$ cat src/design/i2cbb_pkg.sv
`default_nettype none

package i2cbb_pkg;

   // command codes as carried on the request op field
   localparam logic [2:0] OP_TICK  = 3'd0;
   localparam logic [2:0] OP_START = 3'd1;
   localparam logic [2:0] OP_STOP  = 3'd2;
   localparam logic [2:0] OP_WRITE = 3'd3;
   localparam logic [2:0] OP_WAIT  = 3'd4;
   localparam logic [2:0] OP_READ  = 3'd5;

   // configuration register indexes
   localparam logic CSR_TICKS_PER_US = 1'b0;
   localparam logic CSR_ACK_TIMEOUT  = 1'b1;

   localparam logic [9:0] TICKS_PER_US_RST = 10'd150;
   localparam logic [7:0] ACK_TIMEOUT_RST  = 8'd250;

   // phase delays in microseconds
   localparam logic [2:0] DLY_1US = 3'd1;
   localparam logic [2:0] DLY_2US = 3'd2;
   localparam logic [2:0] DLY_5US = 3'd5;
   localparam logic [2:0] DLY_6US = 3'd6;

   localparam logic [3:0] BITS_PER_BYTE = 4'd8;

   typedef enum logic [2:0] {
      CMD_NONE,
      CMD_START,
      CMD_STOP,
      CMD_WRITE,
      CMD_WAIT_ACK,
      CMD_READ
   } cmd_type;

   typedef struct packed {
      cmd_type    cmd;
      logic [7:0] tx_byte;
      logic       send_ack;
      logic       sda_in;
   } item_type;

   typedef struct packed {
      logic       scl_out;
      logic       sda_out;
      logic       busy_res;
      logic       done_res;
      logic       ack_missing;
      logic [7:0] rx_data;
   } result_type;

   typedef struct packed {
      logic [9:0] ticks_per_us;
      logic [7:0] ack_timeout;
   } cfg_type;

endpackage

`default_nettype wire

$ cat src/design/i2cbb_front.sv
`default_nettype none

module i2cbb_front
   import i2cbb_pkg::*;
(
   input  wire logic       clock,
   input  wire logic       reset,
   input  wire logic       push,
   output logic            full,
   input  wire logic [2:0] op,
   input  wire logic [7:0] tx_byte,
   input  wire logic       send_ack,
   input  wire logic       sda_in,
   output logic            item_valid,
   input  wire logic       item_pop,
   output item_type        item
);

   item_type   slot_ff [2];
   logic       wr_ptr_ff;
   logic       wr_ptr_in;
   logic       rd_ptr_ff;
   logic       rd_ptr_in;
   logic [1:0] count_ff;
   logic [1:0] count_in;
   logic       do_push;
   logic       do_pop;
   item_type   decoded;

   // classify the op code; unused codes travel as plain ticks
   always_comb begin
      decoded.tx_byte  = tx_byte;
      decoded.send_ack = send_ack;
      decoded.sda_in   = sda_in;
      unique case (op)
         OP_START: decoded.cmd = CMD_START;
         OP_STOP:  decoded.cmd = CMD_STOP;
         OP_WRITE: decoded.cmd = CMD_WRITE;
         OP_WAIT:  decoded.cmd = CMD_WAIT_ACK;
         OP_READ:  decoded.cmd = CMD_READ;
         default:  decoded.cmd = CMD_NONE;
      endcase
   end

   assign full       = (count_ff == 2'd2);
   assign item_valid = (count_ff != 2'd0);
   assign item       = slot_ff[rd_ptr_ff];
   assign do_push    = push && !full;
   assign do_pop     = item_pop && item_valid;

   always_comb begin
      wr_ptr_in = do_push ? ~wr_ptr_ff : wr_ptr_ff;
      rd_ptr_in = do_pop ? ~rd_ptr_ff : rd_ptr_ff;
      count_in  = count_ff + {1'b0, do_push} - {1'b0, do_pop};
   end

   always_ff @(posedge clock) begin
      if (reset) begin
         wr_ptr_ff <= 1'b0;
         rd_ptr_ff <= 1'b0;
         count_ff  <= 2'd0;
      end else begin
         wr_ptr_ff <= wr_ptr_in;
         rd_ptr_ff <= rd_ptr_in;
         count_ff  <= count_in;
      end
   end

   always_ff @(posedge clock) begin
      if (do_push) begin
         slot_ff[wr_ptr_ff] <= decoded;
      end
   end

endmodule

`default_nettype wire

$ cat src/design/i2cbb_seq.sv
`default_nettype none

module i2cbb_seq
   import i2cbb_pkg::*;
#(
   parameter int PRESCALE_WIDTH = 10
)
(
   input  wire logic     clock,
   input  wire logic     reset,
   input  wire cfg_type  cfg,
   input  wire logic     item_valid,
   output logic          item_pop,
   input  wire item_type item,
   input  wire logic     rsp_full,
   output logic          rsp_push,
   output result_type    rsp_data
);

   localparam int CW = (PRESCALE_WIDTH + 1 > 11) ? PRESCALE_WIDTH + 1 : 11;
   localparam logic [PRESCALE_WIDTH-1:0] PRE_MAX = {PRESCALE_WIDTH{1'b1}};

   typedef enum logic [3:0] {
      PH_IDLE,
      PH_ST_A,
      PH_ST_B,
      PH_SP_A,
      PH_SP_B,
      PH_WA_A,
      PH_WA_B,
      PH_POLL,
      PH_WR_A,
      PH_WR_B,
      PH_WR_C,
      PH_RD_A,
      PH_RD_B,
      PH_AK_A,
      PH_AK_B
   } phase_type;

   phase_type                 phase_ff, phase_in;
   logic [3:0]                bit_index_ff, bit_index_in;
   logic [7:0]                shift_data_ff, shift_data_in;
   logic [2:0]                us_rem_ff, us_rem_in;
   logic [PRESCALE_WIDTH-1:0] prescale_ff, prescale_in;
   logic [7:0]                poll_count_ff, poll_count_in;
   logic                      scl_ff, scl_in;
   logic                      sda_ff, sda_in_next;
   logic                      ack_flag_ff, ack_flag_in;
   logic                      miss_ff, miss_in;
   logic [7:0]                rx_hold_ff, rx_hold_in;
   logic                      done_in;
   logic                      fire;
   logic [PRESCALE_WIDTH:0]   pre_inc;
   logic                      us_end;
   logic [3:0]                bit_inc;
   logic [7:0]                rd_shift;

   assign fire     = item_valid && !rsp_full;
   assign item_pop = fire;
   assign rsp_push = fire;

   assign pre_inc  = {1'b0, prescale_ff} + {{PRESCALE_WIDTH{1'b0}}, 1'b1};
   assign us_end   = (prescale_ff == PRE_MAX) || (CW'(pre_inc) >= CW'(cfg.ticks_per_us));
   assign bit_inc  = bit_index_ff + 4'd1;
   assign rd_shift = {shift_data_ff[6:0], item.sda_in};

   always_comb begin
      phase_in      = phase_ff;
      bit_index_in  = bit_index_ff;
      shift_data_in = shift_data_ff;
      us_rem_in     = us_rem_ff;
      prescale_in   = prescale_ff;
      poll_count_in = poll_count_ff;
      scl_in        = scl_ff;
      sda_in_next   = sda_ff;
      ack_flag_in   = ack_flag_ff;
      miss_in       = miss_ff;
      rx_hold_in    = rx_hold_ff;
      done_in       = 1'b0;

      if (phase_ff == PH_IDLE && item.cmd != CMD_NONE) begin
         // command start
         miss_in       = 1'b0;
         bit_index_in  = 4'd0;
         poll_count_in = 8'd0;
         prescale_in   = '0;
         unique case (item.cmd)
            CMD_START: begin
               sda_in_next = 1'b1;
               scl_in      = 1'b1;
               us_rem_in   = DLY_5US;
               phase_in    = PH_ST_A;
            end
            CMD_STOP: begin
               sda_in_next = 1'b0;
               scl_in      = 1'b1;
               us_rem_in   = DLY_6US;
               phase_in    = PH_SP_A;
            end
            CMD_WRITE: begin
               scl_in        = 1'b0;
               sda_in_next   = item.tx_byte[7];
               shift_data_in = {item.tx_byte[6:0], 1'b0};
               us_rem_in     = DLY_2US;
               phase_in      = PH_WR_A;
            end
            CMD_WAIT_ACK: begin
               sda_in_next = 1'b1;
               us_rem_in   = DLY_1US;
               phase_in    = PH_WA_A;
            end
            default: begin
               shift_data_in = 8'd0;
               ack_flag_in   = item.send_ack;
               sda_in_next   = 1'b1;
               scl_in        = 1'b0;
               us_rem_in     = DLY_2US;
               phase_in      = PH_RD_A;
            end
         endcase
      end else if (phase_ff == PH_POLL) begin
         priority if (!item.sda_in) begin
            scl_in   = 1'b0;
            phase_in = PH_IDLE;
            done_in  = 1'b1;
         end else if (poll_count_ff >= cfg.ack_timeout) begin
            // no acknowledge: issue a stop with scl high
            miss_in     = 1'b1;
            sda_in_next = 1'b0;
            scl_in      = 1'b1;
            us_rem_in   = DLY_6US;
            prescale_in = '0;
            phase_in    = PH_SP_A;
         end else begin
            poll_count_in = poll_count_ff + 8'd1;
         end
      end else if (phase_ff != PH_IDLE) begin
         if (us_rem_ff != 3'd0) begin
            if (us_end) begin
               prescale_in = '0;
               us_rem_in   = us_rem_ff - 3'd1;
            end else begin
               prescale_in = pre_inc[PRESCALE_WIDTH-1:0];
            end
         end
         if (us_rem_in == 3'd0) begin
            unique case (phase_ff)
               PH_ST_A: begin
                  sda_in_next = 1'b0;
                  us_rem_in   = DLY_6US;
                  prescale_in = '0;
                  phase_in    = PH_ST_B;
               end
               PH_ST_B: begin
                  scl_in   = 1'b0;
                  phase_in = PH_IDLE;
                  done_in  = 1'b1;
               end
               PH_SP_A: begin
                  sda_in_next = 1'b1;
                  us_rem_in   = DLY_6US;
                  prescale_in = '0;
                  phase_in    = PH_SP_B;
               end
               PH_SP_B: begin
                  phase_in = PH_IDLE;
                  done_in  = 1'b1;
               end
               PH_WA_A: begin
                  scl_in      = 1'b1;
                  us_rem_in   = DLY_1US;
                  prescale_in = '0;
                  phase_in    = PH_WA_B;
               end
               PH_WA_B: begin
                  poll_count_in = 8'd0;
                  phase_in      = PH_POLL;
               end
               PH_WR_A: begin
                  scl_in      = 1'b1;
                  us_rem_in   = DLY_2US;
                  prescale_in = '0;
                  phase_in    = PH_WR_B;
               end
               PH_WR_B: begin
                  scl_in      = 1'b0;
                  us_rem_in   = DLY_2US;
                  prescale_in = '0;
                  phase_in    = PH_WR_C;
               end
               PH_WR_C: begin
                  bit_index_in = bit_inc;
                  if (bit_inc >= BITS_PER_BYTE) begin
                     phase_in = PH_IDLE;
                     done_in  = 1'b1;
                  end else begin
                     sda_in_next   = shift_data_ff[7];
                     shift_data_in = {shift_data_ff[6:0], 1'b0};
                     us_rem_in     = DLY_2US;
                     prescale_in   = '0;
                     phase_in      = PH_WR_A;
                  end
               end
               PH_RD_A: begin
                  scl_in      = 1'b1;
                  us_rem_in   = DLY_1US;
                  prescale_in = '0;
                  phase_in    = PH_RD_B;
               end
               PH_RD_B: begin
                  shift_data_in = rd_shift;
                  bit_index_in  = bit_inc;
                  scl_in        = 1'b0;
                  us_rem_in     = DLY_2US;
                  prescale_in   = '0;
                  if (bit_inc >= BITS_PER_BYTE) begin
                     rx_hold_in  = rd_shift;
                     sda_in_next = !ack_flag_ff;
                     phase_in    = PH_AK_A;
                  end else begin
                     phase_in = PH_RD_A;
                  end
               end
               PH_AK_A: begin
                  scl_in      = 1'b1;
                  us_rem_in   = DLY_5US;
                  prescale_in = '0;
                  phase_in    = PH_AK_B;
               end
               PH_AK_B: begin
                  scl_in   = 1'b0;
                  phase_in = PH_IDLE;
                  done_in  = 1'b1;
               end
               default: phase_in = PH_IDLE;
            endcase
         end
      end
   end

   always_comb begin
      rsp_data.scl_out     = scl_in;
      rsp_data.sda_out     = sda_in_next;
      rsp_data.busy_res    = (phase_in != PH_IDLE);
      rsp_data.done_res    = done_in;
      rsp_data.ack_missing = miss_in;
      rsp_data.rx_data     = rx_hold_in;
   end

   always_ff @(posedge clock) begin
      if (reset) begin
         phase_ff      <= PH_IDLE;
         bit_index_ff  <= 4'd0;
         shift_data_ff <= 8'd0;
         us_rem_ff     <= 3'd0;
         prescale_ff   <= '0;
         poll_count_ff <= 8'd0;
         scl_ff        <= 1'b1;
         sda_ff        <= 1'b1;
         ack_flag_ff   <= 1'b0;
         miss_ff       <= 1'b0;
         rx_hold_ff    <= 8'd0;
      end else if (fire) begin
         phase_ff      <= phase_in;
         bit_index_ff  <= bit_index_in;
         shift_data_ff <= shift_data_in;
         us_rem_ff     <= us_rem_in;
         prescale_ff   <= prescale_in;
         poll_count_ff <= poll_count_in;
         scl_ff        <= scl_in;
         sda_ff        <= sda_in_next;
         ack_flag_ff   <= ack_flag_in;
         miss_ff       <= miss_in;
         rx_hold_ff    <= rx_hold_in;
      end
   end

endmodule

`default_nettype wire

$ cat src/design/i2cbb_rsp_fifo.sv
`default_nettype none

module i2cbb_rsp_fifo
   import i2cbb_pkg::*;
(
   input  wire logic       clock,
   input  wire logic       reset,
   input  wire logic       push,
   input  wire result_type push_data,
   output logic            full,
   output logic            empty,
   input  wire logic       pop,
   output result_type      pop_data
);

   result_type slot_ff [2];
   logic       wr_ptr_ff;
   logic       wr_ptr_in;
   logic       rd_ptr_ff;
   logic       rd_ptr_in;
   logic [1:0] count_ff;
   logic [1:0] count_in;
   logic       do_push;
   logic       do_pop;

   assign full     = (count_ff == 2'd2);
   assign empty    = (count_ff == 2'd0);
   assign pop_data = slot_ff[rd_ptr_ff];
   assign do_push  = push && !full;
   assign do_pop   = pop && !empty;

   always_comb begin
      wr_ptr_in = do_push ? ~wr_ptr_ff : wr_ptr_ff;
      rd_ptr_in = do_pop ? ~rd_ptr_ff : rd_ptr_ff;
      count_in  = count_ff + {1'b0, do_push} - {1'b0, do_pop};
   end

   always_ff @(posedge clock) begin
      if (reset) begin
         wr_ptr_ff <= 1'b0;
         rd_ptr_ff <= 1'b0;
         count_ff  <= 2'd0;
      end else begin
         wr_ptr_ff <= wr_ptr_in;
         rd_ptr_ff <= rd_ptr_in;
         count_ff  <= count_in;
      end
   end

   always_ff @(posedge clock) begin
      if (do_push) begin
         slot_ff[wr_ptr_ff] <= push_data;
      end
   end

endmodule

`default_nettype wire

$ cat src/design/i2c_bitbang_master_top.sv
// channel   handshake            payload
// req       req_push / req_full  req_op, req_tx_byte, req_send_ack, req_sda_in
// rsp       rsp_pop / rsp_empty  scl_out, sda_out, busy_res, done_res,
//                                ack_missing, rx_data
// csr       csr_valid/csr_ready  csr_index, csr_wdata
//
// one request per clock sustained while the response queue has room; a request
// taken into the request queue is stepped by the phase sequencer into the
// response queue, from which its response can be popped
// the sequencer retires one request per cycle whenever the response queue
// has room, so the rate is set by that single sequencer step
// synchronous reset empties both queues and puts the bus in the released state
// a stalled rsp side fills the response queue, then the request queue, then
// raises req_full
`default_nettype none

module i2c_bitbang_master_top
   import i2cbb_pkg::*;
#(
   parameter int PRESCALE_WIDTH = 10
)
(
   input  wire logic       clock,
   input  wire logic       reset,

   // request channel
   input  wire logic       req_push,
   output logic            req_full,
   input  wire logic [2:0] req_op,
   input  wire logic [7:0] req_tx_byte,
   input  wire logic       req_send_ack,
   input  wire logic       req_sda_in,

   // response channel
   output logic            rsp_empty,
   input  wire logic       rsp_pop,
   output logic            rsp_scl_out,
   output logic            rsp_sda_out,
   output logic            rsp_busy_res,
   output logic            rsp_done_res,
   output logic            rsp_ack_missing,
   output logic [7:0]      rsp_rx_data,

   // configuration write channel
   input  wire logic       csr_valid,
   output logic            csr_ready,
   input  wire logic       csr_index,
   input  wire logic [9:0] csr_wdata
);

   cfg_type    cfg_ff;
   cfg_type    cfg_in;
   logic       item_valid;
   logic       item_pop;
   item_type   item;
   logic       seq_push;
   result_type seq_result;
   logic       rsp_q_full;
   result_type rsp_head;

   // registers always take a write
   assign csr_ready = 1'b1;

   always_comb begin
      cfg_in = cfg_ff;
      if (csr_valid) begin
         unique case (csr_index)
            CSR_TICKS_PER_US: cfg_in.ticks_per_us = csr_wdata;
            CSR_ACK_TIMEOUT:  cfg_in.ack_timeout  = csr_wdata[7:0];
            default:          cfg_in = cfg_ff;
         endcase
      end
   end

   always_ff @(posedge clock) begin
      if (reset) begin
         cfg_ff.ticks_per_us <= TICKS_PER_US_RST;
         cfg_ff.ack_timeout  <= ACK_TIMEOUT_RST;
      end else begin
         cfg_ff <= cfg_in;
      end
   end

   // front: op decode and request queue
   i2cbb_front u_front (
      .clock      (clock),
      .reset      (reset),
      .push       (req_push),
      .full       (req_full),
      .op         (req_op),
      .tx_byte    (req_tx_byte),
      .send_ack   (req_send_ack),
      .sda_in     (req_sda_in),
      .item_valid (item_valid),
      .item_pop   (item_pop),
      .item       (item)
   );

   // back: bus phase sequencer, one request per step
   i2cbb_seq #(
      .PRESCALE_WIDTH (PRESCALE_WIDTH)
   ) u_seq (
      .clock      (clock),
      .reset      (reset),
      .cfg        (cfg_ff),
      .item_valid (item_valid),
      .item_pop   (item_pop),
      .item       (item),
      .rsp_full   (rsp_q_full),
      .rsp_push   (seq_push),
      .rsp_data   (seq_result)
   );

   // response queue decouples the sequencer from the consumer
   i2cbb_rsp_fifo u_rsp_fifo (
      .clock     (clock),
      .reset     (reset),
      .push      (seq_push),
      .push_data (seq_result),
      .full      (rsp_q_full),
      .empty     (rsp_empty),
      .pop       (rsp_pop),
      .pop_data  (rsp_head)
   );

   assign rsp_scl_out     = rsp_head.scl_out;
   assign rsp_sda_out     = rsp_head.sda_out;
   assign rsp_busy_res    = rsp_head.busy_res;
   assign rsp_done_res    = rsp_head.done_res;
   assign rsp_ack_missing = rsp_head.ack_missing;
   assign rsp_rx_data     = rsp_head.rx_data;

endmodule

`default_nettype wire
$ cat config.mk
export PLATFORM = sky130hd
export DESIGN_NAME = i2c_bitbang_master_top
export DESIGN_NICKNAME = d
export VERILOG_FILES = /design/src/design/i2cbb_pkg.sv /design/src/design/i2cbb_front.sv /design/src/design/i2cbb_seq.sv /design/src/design/i2cbb_rsp_fifo.sv /design/src/design/i2c_bitbang_master_top.sv
export SDC_FILE = /design/constraint.sdc
export NUM_CORES = 1
export LEC_CHECK = 0
export BUFFER_PORTS_ARGS = -buffer_cell sky130_fd_sc_hd__clkbuf_2
export CAP_MARGIN = 20
export CORE_MARGIN = 2
export CORE_UTILIZATION = 40
export CTS_CLUSTER_DIAMETER = 100
export DETAILED_ROUTE_END_ITERATION = 12
export PLACE_DENSITY = 0.54
export REMOVE_ABC_BUFFERS = 1
export SLEW_MARGIN = 20
export SYNTH_ARGS = -nofsm -noshare
export SYNTH_HDL_FRONTEND = slang
export SYNTH_SLANG_ARGS = --single-unit
export TNS_END_PERCENT = 30
$ cat constraint.sdc
create_clock -name clock -period 4.75 [get_ports clock]
set_clock_uncertainty 0.05 [all_clocks]
set_input_delay 0.475 -clock clock [delete_from_list [all_inputs] [get_ports clock]]
set_output_delay 0.475 -clock clock [all_outputs]
set_load 0.02 [all_outputs]
After elaboration in Yosys (flattened, before gate mapping) --
Memory sizes are Yosys's and may differ from the RTL's. A register that Yosys moved wholly into a read port is not among the register bits. Cells that the tools add are included.
Storage, ports and cells: input port bits 29, bits in registers 75, memories kept 2, output and inout bits 16, word-level logic and storage cells 211, memory bits (writable) 52
Cells by class: equal/unequal tests 32, bitwise gates (word level) 6, reduce and logical (&&, ||, !) cells 44, multiplexer cells 97, magnitude comparators 3, $add $sub $neg 8
Memory list:
- u_front.slot_ff | depth 2, width 13, read ports 1, clocked after Yosys merged registers in 1, write ports 1, line i2cbb_front.sv:19 | item_type slot_ff [2];
- u_rsp_fifo.slot_ff | depth 2, width 13, read ports 1, clocked after Yosys merged registers in 1, write ports 1, line i2cbb_rsp_fifo.sv:16 | result_type slot_ff [2];
Operators with widths (count):
- 8-bit 2-to-1 mux | 18
- 10-bit 2-to-1 mux | 9
- 4-bit 2-to-1 mux | 12
- 4-bit one-hot mux with 10 select lines | 1
- 3-bit 2-to-1 mux | 13
- 1-bit 2-to-1 mux | 32
- 8-bit one-hot mux with 2 select lines | 2
- 3-bit one-hot mux with 5 select lines | 2
- 4-bit == test (second input constant) | 7
- 10-bit one-hot mux with 2 select lines | 1
- 3-bit nonzero test | 6
- 4-bit by 3-bit == test with 1-bit output (second input constant) | 4
- 4-bit one-hot mux with 4 select lines | 1
- 3-bit by 2-bit == test with 1-bit output (second input constant) | 4
- 4-bit OR reduction | 3
- 10-bit by 1-bit adder with 11-bit output (second input constant) | 1
- 11-bit by 10-bit greater-or-equal comparator with 1-bit output | 1
- 10-bit == test (second input constant) | 1
- 3-bit == test (second input constant) | 3
- 3-bit by 2-bit inequality test with 1-bit output (second input constant) | 3
- 3-bit one-hot mux with 3 select lines | 1
- 3-bit OR reduction | 3
- 8-bit by 1-bit adder with 8-bit output (second input constant) | 1
- 4-bit by 2-bit == test with 1-bit output (second input constant) | 2
- other kinds (31) | 59

Logic depth before layout (Yosys ltp) --
Gate-level depths: netlist of the first run.
depth in word-level cells 14, gate-level depth with buffers 18, mapped depth without buffers 16

Hierarchy --
From an unflattened synthesis of the first run, not the netlist that was laid out.
Unflattened totals: cells, all modules 689, area total of the unflattened synthesis 6836.6 um^2
Modules (own cells, without submodules):
- i2cbb_seq | times used 1, area an instance 3682.3 um^2, cells an instance 472, seq. area each 980.9 um^2
- i2cbb_front | times used 1, area an instance 1218.7 um^2, cells an instance 74, seq. area each 880.8 um^2
- i2cbb_rsp_fifo | times used 1, area an instance 1167.4 um^2, cells an instance 67, seq. area each 880.8 um^2
- i2c_bitbang_master_top | times used 1, area an instance 768.2 um^2, cells an instance 76, seq. area each 360.3 um^2

Worst setup path before layout of the first run --
OpenSTA, ideal clock, no wires.
kind register to register, start point register u_seq.prescale_ff[0], end point memory u_rsp_fifo.slot_ff[0][10] (netlist name), data pin, required time 4.422 ns, stages on the path, launching flop included 16, clock period less this slack 3.591 ns, path slack 1.159 ns, buffers on the path 1, library setup time 0.278 ns, arrival time 3.264 ns, cells stage by stage dfxtp_1 -> ha_1 -> nand3_2 -> or2_2 -> nand2_1 -> nand2_1 -> ha_1 -> nand4_1 -> nor2_1 -> a2111oi_1 -> o21bai_1 -> and2_4 -> buf_6 -> o211ai_2 -> a31oi_1 -> or4_1
RTL lines:
- start, declared | line i2cbb_seq.sv:45 | logic [PRESCALE_WIDTH-1:0] prescale_ff, prescale_in;
- start signal, assigned | line i2cbb_seq.sv:269 | prescale_ff <= prescale_in;
- end, declared | line i2cbb_rsp_fifo.sv:16

==> flow_summary.json, run 1 <==
{
  "ys_seq_area_share_pct": 47.6,
  "ys_seq_elements": 129,
  "synth_edf_count": 52,
  "totalNegativeSetupSlack_ps": 0,
  "cts-resized-gates": 0,
  "power_frac_seq_pct": 34.5,
  "hold_buffer_count_at_cts": 0,
  "relative_slew_slack_pct": 43.3,
  "drt_drc_violations_left": 0,
  "setup_violations": 0,
  "grt_pass1_wl_um": 24700,
  "boundaryPins": 45,
  "cts_tree": "done",
  "die-height_um": 132,
  "critical_path.n_buffers_inverters": 0,
  "initial_utilization_pct": 41.0,
  "cp_top_family": "simple AND/OR/NAND/NOR gates",
  "worstRegToRegCells": 14,
  "placed_area_um2": 6910,
  "ys.warnings.count": 0,
  "place.port_buffers": 43,
  "post-cts-setup-buffers": 0,
  "synth.cells.most_frequent": "91 x sky130_fd_sc_hd__nand2_1, 77 x sky130_fd_sc_hd__dfxtp_1, 65 x sky130_fd_sc_hd__nor2_1",
  "post_route_core_utilization_pct": 47.3,
  "final_max_slew_viol_count": 0,
  "critPathRequiredTime_ps": 4850,
  "power.share.clock_pct": 27.4,
  "setup_repair_after_global_routing_missed_its_margin": "no",
  "fp-row-count": 46,
  "power_density_nw_per_um2": 640,
  "worst-setup-path-type": "flop to flop",
  "hold_start": "req_tx_byte[4]",
  "final_hold_viol_count": 0,
  "routed_wirelength_um": 14900,
  "synthFlopType": "sky130_fd_sc_hd__dfxtp_1",
  "critical-path-slowest-cell": "sky130_fd_sc_hd__or4_1",
  "worstMarginPinSlew_ps": 850,
  "worst_setup_path_start_kind": "flop",
  "place.detailed.hpwl_um": 10500,
  "synth_top_area_cell": "sky130_fd_sc_hd__edfxtp_1",
  "max_buffers_root_to_sink": 2,
  "die_area_um2": 17300,
  "whs_endpoint": "u_front.slot_ff[1][6]",
  "drt-pass1-iter-count": 4,
  "min_delay_path_depth": 1,
  "yosysTopAreaCellShare_pct": 24.0,
  "clock_latency_ps": 430,
  "p_leak_nw": 2.97,
  "regToRegStartpoint": "u_seq.prescale_ff[0]",
  "netlist_area_um2": 6510,
  "min_period_ps": 4110,
  "drt-initial-drc-count": 337,
  "yosys.cell_count.top_type": "sky130_fd_sc_hd__nand2_1",
  "antenna_cells_inserted": 0,
  "critical_path.reg2reg.endpoint": "u_rsp_fifo.slot_ff[1][10]",
  "clock_sinks": 129,
  "synthTopCellsByArea": "sky130_fd_sc_hd__edfxtp_1 24%, sky130_fd_sc_hd__dfxtp_1 24%, sky130_fd_sc_hd__nand2_1 5.2%, sky130_fd_sc_hd__ha_1 5.2%, sky130_fd_sc_hd__nor2_1 3.7%",
  "postRouteAntennaNets": 0,
  "initial_antenna_violation_count": 0,
  "worstPathCellList": "ha_1, nand3_2, or2_2, nand2_1, nand2_1, ha_1, nand4_1, nor2_1, a2111oi_1, o31a_2, and2_4, or3_1, o311ai_0, or4_1",
  "max_fanout_on_critical_path": 21,
  "total_switching_power_mw": 1.87,
  "finalInstanceArea_um2": 7510,
  "final_nets": 787,
  "final_period_util_pct": 86.6,
  "max_cap_viol_count": 0,
  "vdd_ir_drop_max_mv": 0.310,
  "total_overflow_reported_by_the_global_router": 0,
  "vias_in_the_first_global_route": 4910,
  "gp_congestion": 0.892,
  "netlist_instances": 694,
  "grt_start_max_net_pins": 29,
  "internal_dissipation_mw": 2.93,
  "post_route_cells_drive_above_1_share_pct": 14.8,
  "min_path_type": "input pin to flop",
  "run_status": "finished, final reports clean",
  "vias_per_instance": 5.33,
  "clockRootBuffer": "sky130_fd_sc_hd__clkbuf_16",
  "timing.critical_path.arrival_ps": 4220,
  "htreeDepth": 4,
  "post_synth_num_cell_types": 61,
  "switching_share_pct": 38.9,
  "r2r_slack_ps": 640,
  "avgSynthCellArea_um2": 9.38,
  "wire_per_inst_um": 15.5,
  "vias": 5121,
  "core_region_area_um2": 15900,
  "critPathLaunch": "u_seq.prescale_ff[0]",
  "comb_power_share_pct": 38.2,
  "cp-end-kind": "flop",
  "hold-worst-slack_ps": 193,
  "fp.dieW_um": 132,
  "grtUsageTotal_pct": 17.8,
  "syn_to_final_growth_pct": 15.3,
  "worst_setup_hold_path_clk_slew_ps": 60,
  "numCtsBuffers": 17,
  "max_clock_freq_ghz": 0.243,
  "ffs_w_async_s_r_synth_pct": 0,
  "critical_path.max_stage_delay_ps": 570
}
## through the flow
step           setup slack (ps)  power (mW)  instances
6_report                    636        4.80        960
5_1_grt                     414        5.11        960
4_1_cts                     662        4.82        960
3_5_place_dp                680        3.49        928
3_3_place_gp                851        3.45        928
2_1_floorplan              1160        2.92        663
## layout make-up
cell class,instances,area (um2)
timing repair buffer,49,260
tap,216,270
clock inverter,12,158
fill,1535,8380
clock buffer,20,437
multi-input combinational,496,3140
inverter,38,143
sequential,129,3100
## cell usage in the layout, fill, tap and decap left out, drive strengths merged, types with 6 or more instances in the layout
| master | count |
|---|---|
| a21oi | 43 |
| buf | 6 |
| ha | 27 |
| clkbuf | 63 |
| nand2 | 91 |
| nor3 | 7 |
| and2 | 7 |
| mux2 | 17 |
| inv | 39 |
| nand3 | 30 |
| edfxtp | 52 |
| o211ai | 7 |
| o311ai | 9 |
| o21ai | 40 |
| or3 | 14 |
| mux2i | 23 |
| nor2b | 10 |
| xnor2 | 11 |
| nand4 | 6 |
| a311oi | 10 |
| nor2 | 65 |
| nand2b | 6 |
| xor2 | 7 |
| dfxtp | 77 |
| or2 | 7 |
| o22ai | 7 |
| a31oi | 7 |
## worst register-to-register path, stage by stage (launching register included)
cell and delay, ps:
sky130_fd_sc_hd__dfxtp_1 400, sky130_fd_sc_hd__ha_1 280, sky130_fd_sc_hd__nand3_2 170, sky130_fd_sc_hd__or2_2 340, sky130_fd_sc_hd__nand2_1 70, sky130_fd_sc_hd__nand2_1 60, sky130_fd_sc_hd__ha_1 290, sky130_fd_sc_hd__nand4_1 110
sky130_fd_sc_hd__nor2_1 50, sky130_fd_sc_hd__a2111oi_1 550, sky130_fd_sc_hd__o31a_2 280, sky130_fd_sc_hd__and2_4 300, sky130_fd_sc_hd__or3_1 160, sky130_fd_sc_hd__o311ai_0 180, sky130_fd_sc_hd__or4_1 570
## cells by family (layout without fill, tap and decap cells)
| kind of cell | Yosys count | count (layout) | share of synthesized area (%) |
|---|---|---|---|
| AO/OA/AOI/OAI | 161 | 161 | 16.6 |
| AND/OR/NAND/NOR | 249 | 249 | 17.4 |
| XOR/XNOR | 18 | 18 | 2.42 |
| other | 1 | 1 | 0.0576 |
| flip-flops | 129 | 129 | 47.6 |
| multiplexers | 40 | 40 | 6.47 |
| buffers and inverters | 69 | 119 | 4.26 |
| adder cells (fa/ha/maj) | 27 | 27 | 5.19 |
## power by group through the flow
| stage | combinational [mW] | clock [mW] | sequential (mW) |
|---|---|---|---|
| detailed placement | 1.81 | 0 | 1.67 |
| finish | 1.83 | 1.32 | 1.66 |
| global placement | 1.79 | 0 | 1.67 |
| CTS | 1.82 | 1.34 | 1.65 |
| global route | 2.03 | 1.40 | 1.69 |
| floorplan | 1.31 | 0 | 1.61 |
## registers in the layout, summed over array words and instances, names as in the netlist, 2 cells and up, named ones only
name / cells
u_front.slot_ff: 26
u_rsp_fifo.slot_ff: 26
cfg_ff: 18
u_seq.prescale_ff: 10
u_seq.poll_count_ff: 8
u_seq.rx_hold_ff: 8
u_seq.shift_data_ff: 8
u_seq.bit_index_ff: 4
u_seq.phase_ff: 4
u_seq.us_rem_ff: 3
u_front.count_ff: 2
u_rsp_fifo.count_ff: 2
## metal layers
| layer | track usage, % | wire length [um] | vias up |
|---|---|---|---|
| met1 | 25.5 | 7650 | 2405 |
| li1 | - | - | 2578 |
| met5 | 0 | 0 | - |
| met3 | 4.94 | 652 | 22 |
| met4 | 6.52 | 251 | 0 |
| met2 | 25.6 | 6340 | 116 |
## worst max path at each step
stage | to | slack [ps] | cells after the start
floorplan | u_rsp_fifo.slot_ff[0][10] | 1160 | 14
global placement | u_rsp_fifo.slot_ff[0][10] | 850 | 14
detailed placement | u_rsp_fifo.slot_ff[1][10] | 680 | 14
CTS | u_rsp_fifo.slot_ff[1][10] | 660 | 14
global route | u_rsp_fifo.slot_ff[0][10] | 410 | 14
finish | u_rsp_fifo.slot_ff[1][10] | 640 | 14
No activity file was read; power rests on OpenSTA's default activity.
==> run 2: changes to the inputs <==
--- a/config.mk
+++ b/config.mk
@@ -8,10 +8,10 @@
 export BUFFER_PORTS_ARGS = -buffer_cell sky130_fd_sc_hd__clkbuf_2
 export CAP_MARGIN = 20
 export CORE_MARGIN = 2
-export CORE_UTILIZATION = 40
+export CORE_UTILIZATION = 26
 export CTS_CLUSTER_DIAMETER = 100
 export DETAILED_ROUTE_END_ITERATION = 12
-export PLACE_DENSITY = 0.54
+export PLACE_DENSITY = 0.38
 export REMOVE_ABC_BUFFERS = 1
 export SLEW_MARGIN = 20
 export SYNTH_ARGS = -nofsm -noshare
==> flow_summary.json, run 2 (synthesis results as in run 1) <==
{
  "mostFrequentLayoutCell": "sky130_fd_sc_hd__nand2_1",
  "worst-setup-path-type": "flop to flop",
  "drt-initial-drc-count": 376,
  "routed_wirelength_um": 16300,
  "boundaryPins": 45,
  "antenna_cells_inserted": 0,
  "final_period_util_pct": 86.1,
  "numCtsBuffers": 17,
  "cts_tree": "done",
  "hold_buffer_count_at_cts": 0,
  "post_route_cells_drive_above_1_share_pct": 15.3,
  "critPathRequiredTime_ps": 4840,
  "fp.dieW_um": 162,
  "cts-resized-gates": 0,
  "setup_repair_after_global_routing_missed_its_margin": "no",
  "place.detailed.hpwl_um": 11700,
  "vias_per_instance": 4.77,
  "comb_power_share_pct": 38.3,
  "power.share.clock_pct": 28.0,
  "max_buffers_root_to_sink": 2,
  "max_clock_freq_ghz": 0.244,
  "setup_violations": 0,
  "initial_antenna_violation_count": 0,
  "grtUsageTotal_pct": 12.9,
  "grt_pass1_wl_um": 26800,
  "placed_area_um2": 7060,
  "totalNegativeSetupSlack_ps": 0,
  "run_status": "finished, final reports clean",
  "internal_dissipation_mw": 2.95,
  "fp-row-count": 57,
  "min_period_ps": 4090,
  "fill_cells": 2523,
  "max_fanout_on_critical_path": 21,
  "worstMarginPinSlew_ps": 944,
  "relative_slew_slack_pct": 36.8,
  "max_cap_viol_count": 0,
  "clock_sinks": 129,
  "final_nets": 789,
  "power_frac_seq_pct": 33.7,
  "gp_congestion": 0.833,
  "final_hold_viol_count": 0,
  "syn_to_final_growth_pct": 17.8,
  "drt-pass1-iter-count": 5,
  "total_overflow_reported_by_the_global_router": 0,
  "power_density_nw_per_um2": 635,
  "vias_in_the_first_global_route": 5087,
  "cp-end-kind": "flop",
  "p_leak_nw": 2.99,
  "core_region_area_um2": 24500,
  "htreeDepth": 4,
  "die-height_um": 162,
  "total_switching_power_mw": 1.93,
  "initial_utilization_pct": 26.6,
  "place.port_buffers": 43,
  "reg_top3": "u_front.slot_ff (26), u_rsp_fifo.slot_ff (26), cfg_ff (18)",
  "min_path_type": "input pin to flop",
  "layout.cells.most_common_list": "91 x sky130_fd_sc_hd__nand2_1, 77 x sky130_fd_sc_hd__dfxtp_1, 63 x sky130_fd_sc_hd__nor2_1",
  "switching_share_pct": 39.5,
  "clock_latency_ps": 430,
  "timing.critical_path.arrival_ps": 4180,
  "postRouteAntennaNets": 0,
  "worst_setup_hold_path_clk_slew_ps": 60,
  "wire_per_inst_um": 15.2,
  "vdd_ir_drop_max_mv": 0.268,
  "worst_setup_path_start_kind": "flop",
  "drt_drc_violations_left": 0,
  "clockRootBuffer": "sky130_fd_sc_hd__clkbuf_16",
  "finalInstanceArea_um2": 7670,
  "die_area_um2": 26300,
  "vias": 5101,
  "final_max_slew_viol_count": 0,
  "post-cts-setup-buffers": 0,
  "grt_start_max_net_pins": 31
}
==> run 2: changes by cell type in the layout (fill, tap and decap cells not counted), sizes merged <==
| cell | before | now |
|---|---|---|
| buf | 6 | 8 |
| clkinv | 5 | 6 |
| clkbuf | 63 | 61 |
| clkinvlp | 3 | 2 |
| inv | 39 | 41 |
==> run 2: per-stage QoR <==
| step | power, mW | hold slack, ps | utilization, % | setup slack, ps | std cells |
|---|---|---|---|---|---|
| floorplan | 2.92 | 376 | - | 1160 | 663 |
| global placement | 3.53 | 393 | 28.9 | 779 | 1038 |
| detailed placement | 3.54 | 403 | 28.9 | 661 | 1038 |
| CTS | 4.94 | 170 | 31.4 | 658 | 1070 |
| global route | 5.24 | 174 | 31.4 | 292 | 1070 |
| finish | 4.87 | 179 | 31.4 | 659 | 1070 |
==> run 2: layout make-up <==
type	instances	area, um2	share of cell area [%]
Sequential cell	129	3100	40.4
Tap cell	324	405	5.28
Inverter	38	143	1.86
Timing Repair Buffer	51	275	3.59
Clock inverter	14	181	2.36
Clock buffer	18	429	5.59
Multi-Input combinational cell	496	3140	40.9
==> run 2: power by group through the flow <==
stage | logic [mW] | registers [mW] | clock network, mW
finish | 1.87 | 1.64 | 1.37
global route | 2.10 | 1.68 | 1.46
CTS | 1.89 | 1.64 | 1.41
detailed placement | 1.88 | 1.66 | 0
global placement | 1.87 | 1.66 | 0
floorplan | 1.31 | 1.61 | 0
==> run 2: worst paths after layout <==
check             slack [ps]  cells past startpoint                         to                 start
hold reg to reg          410                      2                  cfg_ff[2]             cfg_ff[2]
setup reg to reg         660                     14  u_rsp_fifo.slot_ff[0][10]  u_seq.prescale_ff[0]
setup / recovery         660                     14  u_rsp_fifo.slot_ff[0][10]  u_seq.prescale_ff[0]
hold / removal           180                      1      u_front.slot_ff[0][5]        req_tx_byte[3]
==> run 2: routing by layer <==
metal  vias up  track usage (%)  part of all wire [%]
met5         -                0                     0
met4         0             4.55                   1.4
met3        14             2.48                   3.5
met2        89             19.7                    44
met1      2410             18.3                    51
li1       2588                -                     -
==> run 2: critical path: stages (launching register included) <==
cell and delay, ps:
sky130_fd_sc_hd__dfxtp_1 400, sky130_fd_sc_hd__ha_1 270, sky130_fd_sc_hd__nand3_2 170, sky130_fd_sc_hd__or2_2 340, sky130_fd_sc_hd__nand2_1 70, sky130_fd_sc_hd__nand2_1 60
sky130_fd_sc_hd__ha_1 280, sky130_fd_sc_hd__nand4_1 100, sky130_fd_sc_hd__nor2_1 50, sky130_fd_sc_hd__a2111oi_1 580, sky130_fd_sc_hd__o31a_2 280, sky130_fd_sc_hd__and2_4 300
sky130_fd_sc_hd__or3_1 140, sky130_fd_sc_hd__o311ai_0 150, sky130_fd_sc_hd__or4_1 560
